## config.mk

```make
export PLATFORM = sky130hd
export DESIGN_NAME = spf_front
export DESIGN_NICKNAME = d
export VERILOG_FILES = /design/src/rtl/spf_pkg.sv /design/src/rtl/spf_front.sv
export SDC_FILE = /design/constraint.sdc
export NUM_CORES = 1
export LEC_CHECK = 0
export ABC_AREA = 1
export BUFFER_PORTS_ARGS = -buffer_cell sky130_fd_sc_hd__buf_2
export CAP_MARGIN = 20
export CORE_AREA = 2 2 117 119
export CTS_CLUSTER_DIAMETER = 60
export DETAILED_ROUTE_END_ITERATION = 8
export DIE_AREA = 0 0 119 121
export PLACE_DENSITY = 0.52
export SLEW_MARGIN = 0
export SYNTH_ARGS = -nofsm -noshare
export SYNTH_HDL_FRONTEND = slang
export SYNTH_SLANG_ARGS = --single-unit
```

## constraint.sdc

```tcl
create_clock -name clk -period 4.3 [get_ports clk]
set_clock_uncertainty 0.05 [all_clocks]
set_input_delay 0.645 -clock clk [delete_from_list [all_inputs] [get_ports clk]]
set_output_delay 0.645 -clock clk [all_outputs]
set_load 0.05 [all_outputs]
```

## src/rtl/spf_pkg.sv

```systemverilog
// Shared types and constants of the smallest-prime-factor factorizer.
package spf_pkg;

  localparam int VAL_W           = 18;
  localparam int MAX_RES         = 6;
  localparam int RES_CNT_W       = 3;
  localparam int MAX_VALUE_DEF   = 262144;
  localparam int PRIME_SLOTS_DEF = 23000;
  localparam int IN_TDATA_W      = 24;
  localparam int OUT_TDATA_W     = 40;
  localparam int QUEUE_DEPTH     = 4;
  localparam int QUEUE_AW        = 2;

  localparam logic [1:0] KIND_NORM = 2'd0;
  localparam logic [1:0] KIND_ONE  = 2'd1;
  localparam logic [1:0] KIND_BAD  = 2'd2;

  typedef struct packed {
    logic [VAL_W-1:0] value;
    logic [1:0]       kind;
  } qitem_t;

  typedef struct packed {
    logic   valid;
    qitem_t item;
  } qhead_t;

  typedef struct packed {
    logic [VAL_W-1:0] prime;
    logic [VAL_W-1:0] radical;
    logic             last;
    logic             bad;
  } result_t;

endpackage

```

## src/rtl/spf_front.sv

```systemverilog
// Input stage: classifies values and queues them for the factoring engine.
module spf_front #(
  parameter int MAX_VALUE = spf_pkg::MAX_VALUE_DEF
) (
  input  logic                             clk,
  input  logic                             rst_n,
  input  logic                             in_tvalid,
  output logic                             in_tready,
  input  logic [spf_pkg::IN_TDATA_W-1:0]   in_tdata,
  output spf_pkg::qhead_t                  head,
  input  logic                             pop
);

  localparam int CW = 26;

  spf_pkg::qitem_t                  q_mem_r [spf_pkg::QUEUE_DEPTH];
  logic [spf_pkg::QUEUE_AW-1:0]     wp_r, rp_r;
  logic [spf_pkg::QUEUE_AW:0]       cnt_r;
  logic [spf_pkg::VAL_W-1:0]        v;
  spf_pkg::qitem_t                  item;
  logic                             push, take;

  assign v         = in_tdata[spf_pkg::VAL_W-1:0];
  assign in_tready = (cnt_r != (spf_pkg::QUEUE_AW+1)'(spf_pkg::QUEUE_DEPTH));
  assign push      = in_tvalid && in_tready;
  assign take      = pop && (cnt_r != '0);

  always_comb begin
    item.value = v;
    if (v == '0 || CW'(v) >= CW'(MAX_VALUE)) begin
      item.kind = spf_pkg::KIND_BAD;
    end else if (v == spf_pkg::VAL_W'(1)) begin
      item.kind = spf_pkg::KIND_ONE;
    end else begin
      item.kind = spf_pkg::KIND_NORM;
    end
  end

  assign head.valid = (cnt_r != '0);
  assign head.item  = q_mem_r[rp_r];

  always_ff @(posedge clk) begin
    if (push) q_mem_r[wp_r] <= item;
  end

  always_ff @(posedge clk) begin
    if (!rst_n) begin
      wp_r  <= '0;
      rp_r  <= '0;
      cnt_r <= '0;
    end else begin
      if (push) wp_r <= wp_r + 1'b1;
      if (take) rp_r <= rp_r + 1'b1;
      cnt_r <= cnt_r + (spf_pkg::QUEUE_AW+1)'(push) - (spf_pkg::QUEUE_AW+1)'(take);
    end
  end

endmodule

```

==> results of run 1 <==
==> stage by stage <==
step / power [µW] / util (%) / hold slack (ps) / std cells / setup slack (ps)
2_1_floorplan: 1780 / - / 401 / 274 / 2140
3_3_place_gp: 1990 / 30.0 / 420 / 487 / 1750
3_5_place_dp: 2000 / 30.0 / 438 / 487 / 1730
4_1_cts: 2730 / 32.1 / 454 / 503 / 1350
5_1_grt: 2840 / 32.1 / 466 / 503 / 1200
6_report: 2690 / 32.1 / 447 / 503 / 1440
==> worst max-delay path: stages, from the launching register on <==
cell     delay, ps
dfxtp_1        300
buf_4          260
inv_2          590
nor2_1          90
o22ai_1        260
buf_2          310
==> cells in the mapped netlist <==
master / instances / share of area (%)
edfxtp_1: 80 / 69
nor2_1: 61 / 6.6
o21ai_1: 40 / 5.7
o22ai_1: 20 / 3.6
nand2_1: 15 / 1.6
inv_1: 14 / 1.5
dfxtp_1: 9 / 5.2
buf_2: 8 / 1.1
ha_1: 6 / 2.2
clkbuf_1: 4 / 0.43
nand3_1: 4 / 0.57
a21oi_1: 3 / 0.43
inv_2: 3 / 0.32
nand3_2: 2 / 0.57
and2_1: 1 / 0.18
fa_1: 1 / 0.57
nand2_2: 1 / 0.18
nor3_1: 1 / 0.14
or2_1: 1 / 0.18
==> cell families (layout without fill, tap and decap cells) <==
| logic type | count (synthesis) | count (layout) | synth area share (%) |
|---|---|---|---|
| compound gates | 63 | 63 | 9.76 |
| fa+ha+maj | 7 | 7 | 2.73 |
| buf+inv | 29 | 82 | 3.41 |
| flops | 89 | 89 | 74.1 |
| simple gates | 86 | 86 | 10.0 |
==> layout by cell type, fill, tap and decap left out <==
cell type and count:
dfxtp_1 9, ha_1 6, nand2_2 1, fa_1 1, o21ai_1 40, nor3_1 1, edfxtp_1 80, inv_6 1
nor2_2 4, clkinv_4 1, a21oi_1 3, and2_1 1, buf_2 43, inv_1 14, inv_2 3, clkbuf_16 9
buf_4 6, o22ai_1 20, or2_1 1, nor2_1 57, nand3_2 2, nand3_1 4, inv_8 1, clkinv_2 2
nand2_1 15, clkinvlp_4 2
==> state kept, by name, summed over array words and instances (netlist names), named ones only <==
register  flops
wp_r          2
rp_r          2
cnt_r         3
q_mem_r      80
==> how the worst max path moves through the flow <==
stage          startpoint             to  cells after the start
3_5_place_dp    flip-flop       head[17]                      5
2_1_floorplan    cnt_r[1]  q_mem_r[0][0]                      4
6_report        flip-flop       head[17]                      5
5_1_grt         flip-flop       head[17]                      5
4_1_cts         flip-flop       head[17]                      5
3_3_place_gp    flip-flop       head[17]                      5
==> where the power goes <==
group / total [µW] / internal (µW) / switching (µW)
Combinational: 889 / 203 / 686
Clock: 724 / 396 / 328
Sequential: 1080 / 1050 / 31.9
==> cell type report <==
class                   instances  area, µm²  share of cell area [%]
multi-input cells             156        795                    18.9
inverters                      17       63.8                    1.52
clock inverters                 7       53.8                    1.28
well taps                     176        220                    5.24
repair buffers                 49        260                    6.20
flip-flops and latches         89       2580                    61.5
clock buffers                   9        225                    5.36
==> metal layers <==
layer	wire (µm)	up-vias	share of wire, %
li1	-	1072	-
met1	2990	990	42
met2	3510	41	50
met3	453	10	6.4
met4	116	0	1.6
met5	0	-	0
==> impl_metrics.env, run 1 <==
export IMPL_ctsHoldBuffers=0
export IMPL_synth_seq_cells=89
export IMPL_endpoint_kind="output port"
export IMPL_power_density_nw_per_um2=641
export IMPL_crit_path_start_kind="flip-flop"
export IMPL_crit_arrival_ps=2160
export IMPL_drtIter0Drc=127
export IMPL_design_core_area_um2=13100
export IMPL_r2r_slack_ps=2350
export IMPL_netlist_instances=274
export IMPL_grt_pass1_wl_um=11500
export IMPL_vias=2113
export IMPL_min_path_type="reg2reg"
export IMPL_syn_area_per_cell_um2=12.7
export IMPL_drive_gt1_share_pct=22.9
export IMPL_leakage_uw=0.00150
export IMPL_areaGrowthSynthToFinish_pct=20.5
export IMPL_grtUsageMet3_pct=4.89
export IMPL_cts_buffers=9
export IMPL_final_nets=357
export IMPL_cts_setup_buffers=0
export IMPL_start_util_pct=26.6
export IMPL_fmax_ghz=0.350
export IMPL_die_h_um=121
export IMPL_fp_dieArea_um2=14400
export IMPL_antennaDiodeCount=0
export IMPL_slew_viol_final=0
export IMPL_worstHoldPathCells=2
export IMPL_rsz0062_at_grt="false"
export IMPL_hp_start="rp_r[0]"
export IMPL_fin_area_um2=4200
export IMPL_htreeDepth=3
export IMPL_drtPass1Iterations=4
export IMPL_grt_max_degree=42
export IMPL_cts_clk_slew_worst_paths_ps=60
export IMPL_status="finished clean"
export IMPL_met2_usage_pct=18.5
export IMPL_routed_wl_um=7070
export IMPL_clock_path_buffers=2
export IMPL_gp_congestion=0.667
export IMPL_r2r_cells=10
export IMPL_cts_repair_resized=0
export IMPL_io_buffers=43
export IMPL_fin_tns_setup_ps=0
export IMPL_peakVddDrop_mv=0.276
export IMPL_synth_area_um2=3490
export IMPL_num_rows=42
export IMPL_required_ps=3610
export IMPL_grt_pass1_vias=2179
export IMPL_setup_viol=0
export IMPL_die_width_um=119
export IMPL_placed_area_um2=3920
export IMPL_track_usage_pct=10.8
export IMPL_worstSetupPathType="reg2out"
export IMPL_post_drt_wl_per_cell_um=14.1
export IMPL_clk_latency_ps=340
export IMPL_r2r_start="cnt_r[1]"
export IMPL_hold_path_end="rp_r[0]"
export IMPL_globalRouteOverflowTotal=0
export IMPL_root_buffer="clkbuf_16"
export IMPL_r2r_end="cnt_r[2]"
export IMPL_grtUsageMet1_pct=11.9
export IMPL_drc=0
export IMPL_top_usage_layer="met2"
export IMPL_worstMarginPinSlew_ps=726
export IMPL_synth_nets=309
export IMPL_cts_tree="done"
export IMPL_nFillCells=1321
export IMPL_path_max_fanout=41
export IMPL_antenna_found_initial=0
export IMPL_place_hpwl_um=4240
export IMPL_min_period_ps=2860
export IMPL_yosys_warnings=0
export IMPL_synth_seq_area_share_pct=74.1
export IMPL_ioPinCount=50
export IMPL_clock_sinks=89
export IMPL_ant_nets=0
export IMPL_drv_cap=0
export IMPL_slew_headroom_pct=51.5
export IMPL_via_per_inst=4.20
export IMPL_synth_cell_type_count=19
export IMPL_period_share_pct=66.5
export IMPL_finalHoldViolCount=0
Note: power is estimated with default switching activity, not from simulation.
==> run 2: changes to the inputs <==
- PLACE_DENSITY: 0.52 -> 0.54
- clock period: 4.3 -> 2.3 ns (I/O delays scaled with it)
==> run 2 against run 1 <==
Power increased by 95%. Sequential cell count unchanged. Clock-buffer cell count is the same. Sequential power grew 88%. Final cell count grew 0.40%. First-iteration DRC count rose by 32%. Critical path depth stayed put. Sequential share of layout area down 1.1 points. Critical endpoint is now head[6]. Highest routed layer unchanged.
==> impl_metrics.env, run 2 (synthesis gave the netlist of run 1 again) <==
export IMPL_status="finished clean"
export IMPL_wl_met2_um=3590
export IMPL_worstSetupPathType="reg2out"
export IMPL_top_register="q_mem_r"
export IMPL_grt_max_degree=41
export IMPL_drive_gt1_share_pct=23.7
export IMPL_grt_pass1_wl_um=11200
export IMPL_leakage_uw=0.00154
export IMPL_power_density_nw_per_um2=1230
export IMPL_post_drt_wl_per_cell_um=14.0
export IMPL_routed_wl_um=7050
export IMPL_clock_path_buffers=2
export IMPL_via_per_inst=4.28
export IMPL_layout_commonest_cell="edfxtp_1"
export IMPL_slew_headroom_pct=77.0
export IMPL_start_util_pct=26.6
export IMPL_crit_path_start_kind="flip-flop"
export IMPL_crit_arrival_ps=1730
export IMPL_ioPinCount=50
export IMPL_min_period_ps=2130
export IMPL_ant_nets=0
export IMPL_num_rows=42
export IMPL_finalHoldViolCount=0
export IMPL_die_h_um=121
export IMPL_antennaDiodeCount=0
export IMPL_worstMarginPinSlew_ps=345
export IMPL_fp_dieArea_um2=14400
export IMPL_cts_clk_slew_worst_paths_ps=60
export IMPL_fin_tns_setup_ps=0
export IMPL_vias=2163
export IMPL_routed_top_layer="met4"
export IMPL_ctsHoldBuffers=0
export IMPL_hold_ws_ps=194
export IMPL_fmax_ghz=0.470
export IMPL_design_core_area_um2=13100
export IMPL_period_share_pct=92.5
export IMPL_fin_area_um2=4280
export IMPL_place_ws_ps=358
export IMPL_grt_pass1_vias=2109
export IMPL_drtPass1Iterations=4
export IMPL_die_width_um=119
export IMPL_drtIter0Drc=168
export IMPL_required_ps=1900
export IMPL_io_buffers=43
export IMPL_track_usage_pct=10.4
export IMPL_setup_viol=0
export IMPL_cts_buffers=9
export IMPL_path_max_fanout=24
export IMPL_rsz0062_at_grt="false"
export IMPL_peakVddDrop_mv=0.473
export IMPL_min_path_type="in2reg"
export IMPL_gp_congestion=0.698
export IMPL_cts_tree="done"
export IMPL_antenna_found_initial=0
export IMPL_largest_reg_flops=80
export IMPL_final_nets=360
export IMPL_globalRouteOverflowTotal=0
export IMPL_place_hpwl_um=4470
export IMPL_clock_sinks=89
export IMPL_route_met3_wl_um=300
export IMPL_clk_latency_ps=330
export IMPL_areaGrowthSynthToFinish_pct=22.7
export IMPL_finalWorstSetupSlack_ps=173
export IMPL_root_buffer="clkbuf_16"
export IMPL_drc=0
export IMPL_placed_area_um2=3960
export IMPL_routedLengthMet1_um=3090
export IMPL_htreeDepth=3
export IMPL_drv_cap=0
export IMPL_endpoint_kind="output port"
export IMPL_slew_viol_final=0
export IMPL_top_regs="q_mem_r: 80 flops, cnt_r: 3 flops"
export IMPL_layout_common_cells="edfxtp_1 (80), nor2_1 (57), buf_2 (43), o21ai_1 (40), o22ai_1 (20)"
run 2: through the flow:
stage	total power, µW	std cells	util, %
after floorplan	3320	274	-
after global placement	3760	490	30.2
after detailed placement	3780	490	30.2
after CTS	5310	505	32.6
after global routing	5510	505	32.7
final	5240	505	32.7
run 2: routing by layer:
metal  up-vias  global-route usage (%)
met5         -                       0
met4         0                    3.13
met1      1036                    12.6
met3         4                    3.52
li1       1083                       -
met2        40                    17.7
run 2: timing repair:
| action | in CTS | in global routing |
|---|---|---|
| endpoints found under the setup margin | 0 | 4 |
| setup buffers | 0 | 0 |
| gates resized for setup | 0 | 2 |
| hold endpoints to repair | 0 | 0 |
run 2: report_power, final:
group / internal [µW] / switching (µW) / leakage [µW]
clock: 950 / 570 / 0.000152
combinational: 408 / 1280 / 0.000581
sequential: 1960 / 71.3 / 0.000804
total: 3320 / 1930 / 0.00154
run 2: cell type report:
cell class              instances  area [µm²]
clock buffers                   9         225
clock inverters                 6        90.1
fillers                      1297        8810
inverters                      17        63.8
multi-input cells             156         795
flip-flops and latches         89        2580
well taps                     176         220
repair buffers                 52         299
run 2: worst paths after layout:
| check | from | slack, ps | cells past startpoint | to |
|---|---|---|---|---|
| max reg2reg | cnt_r[1] | 360 | 10 | cnt_r[2] |
| min | in_tdata[3] | 190 | 1 | q_mem_r[0][5] |
| max | flip-flop | 170 | 5 | head[6] |
| min reg2reg | rp_r[0] | 460 | 2 | rp_r[0] |
run 2: worst max-delay path, cell delays in order (launching register included):
cell and delay [ps]:
dfxtp_1 330, inv_2 270, buf_12 220, nor2_1 50, o22ai_1 220, buf_2 310
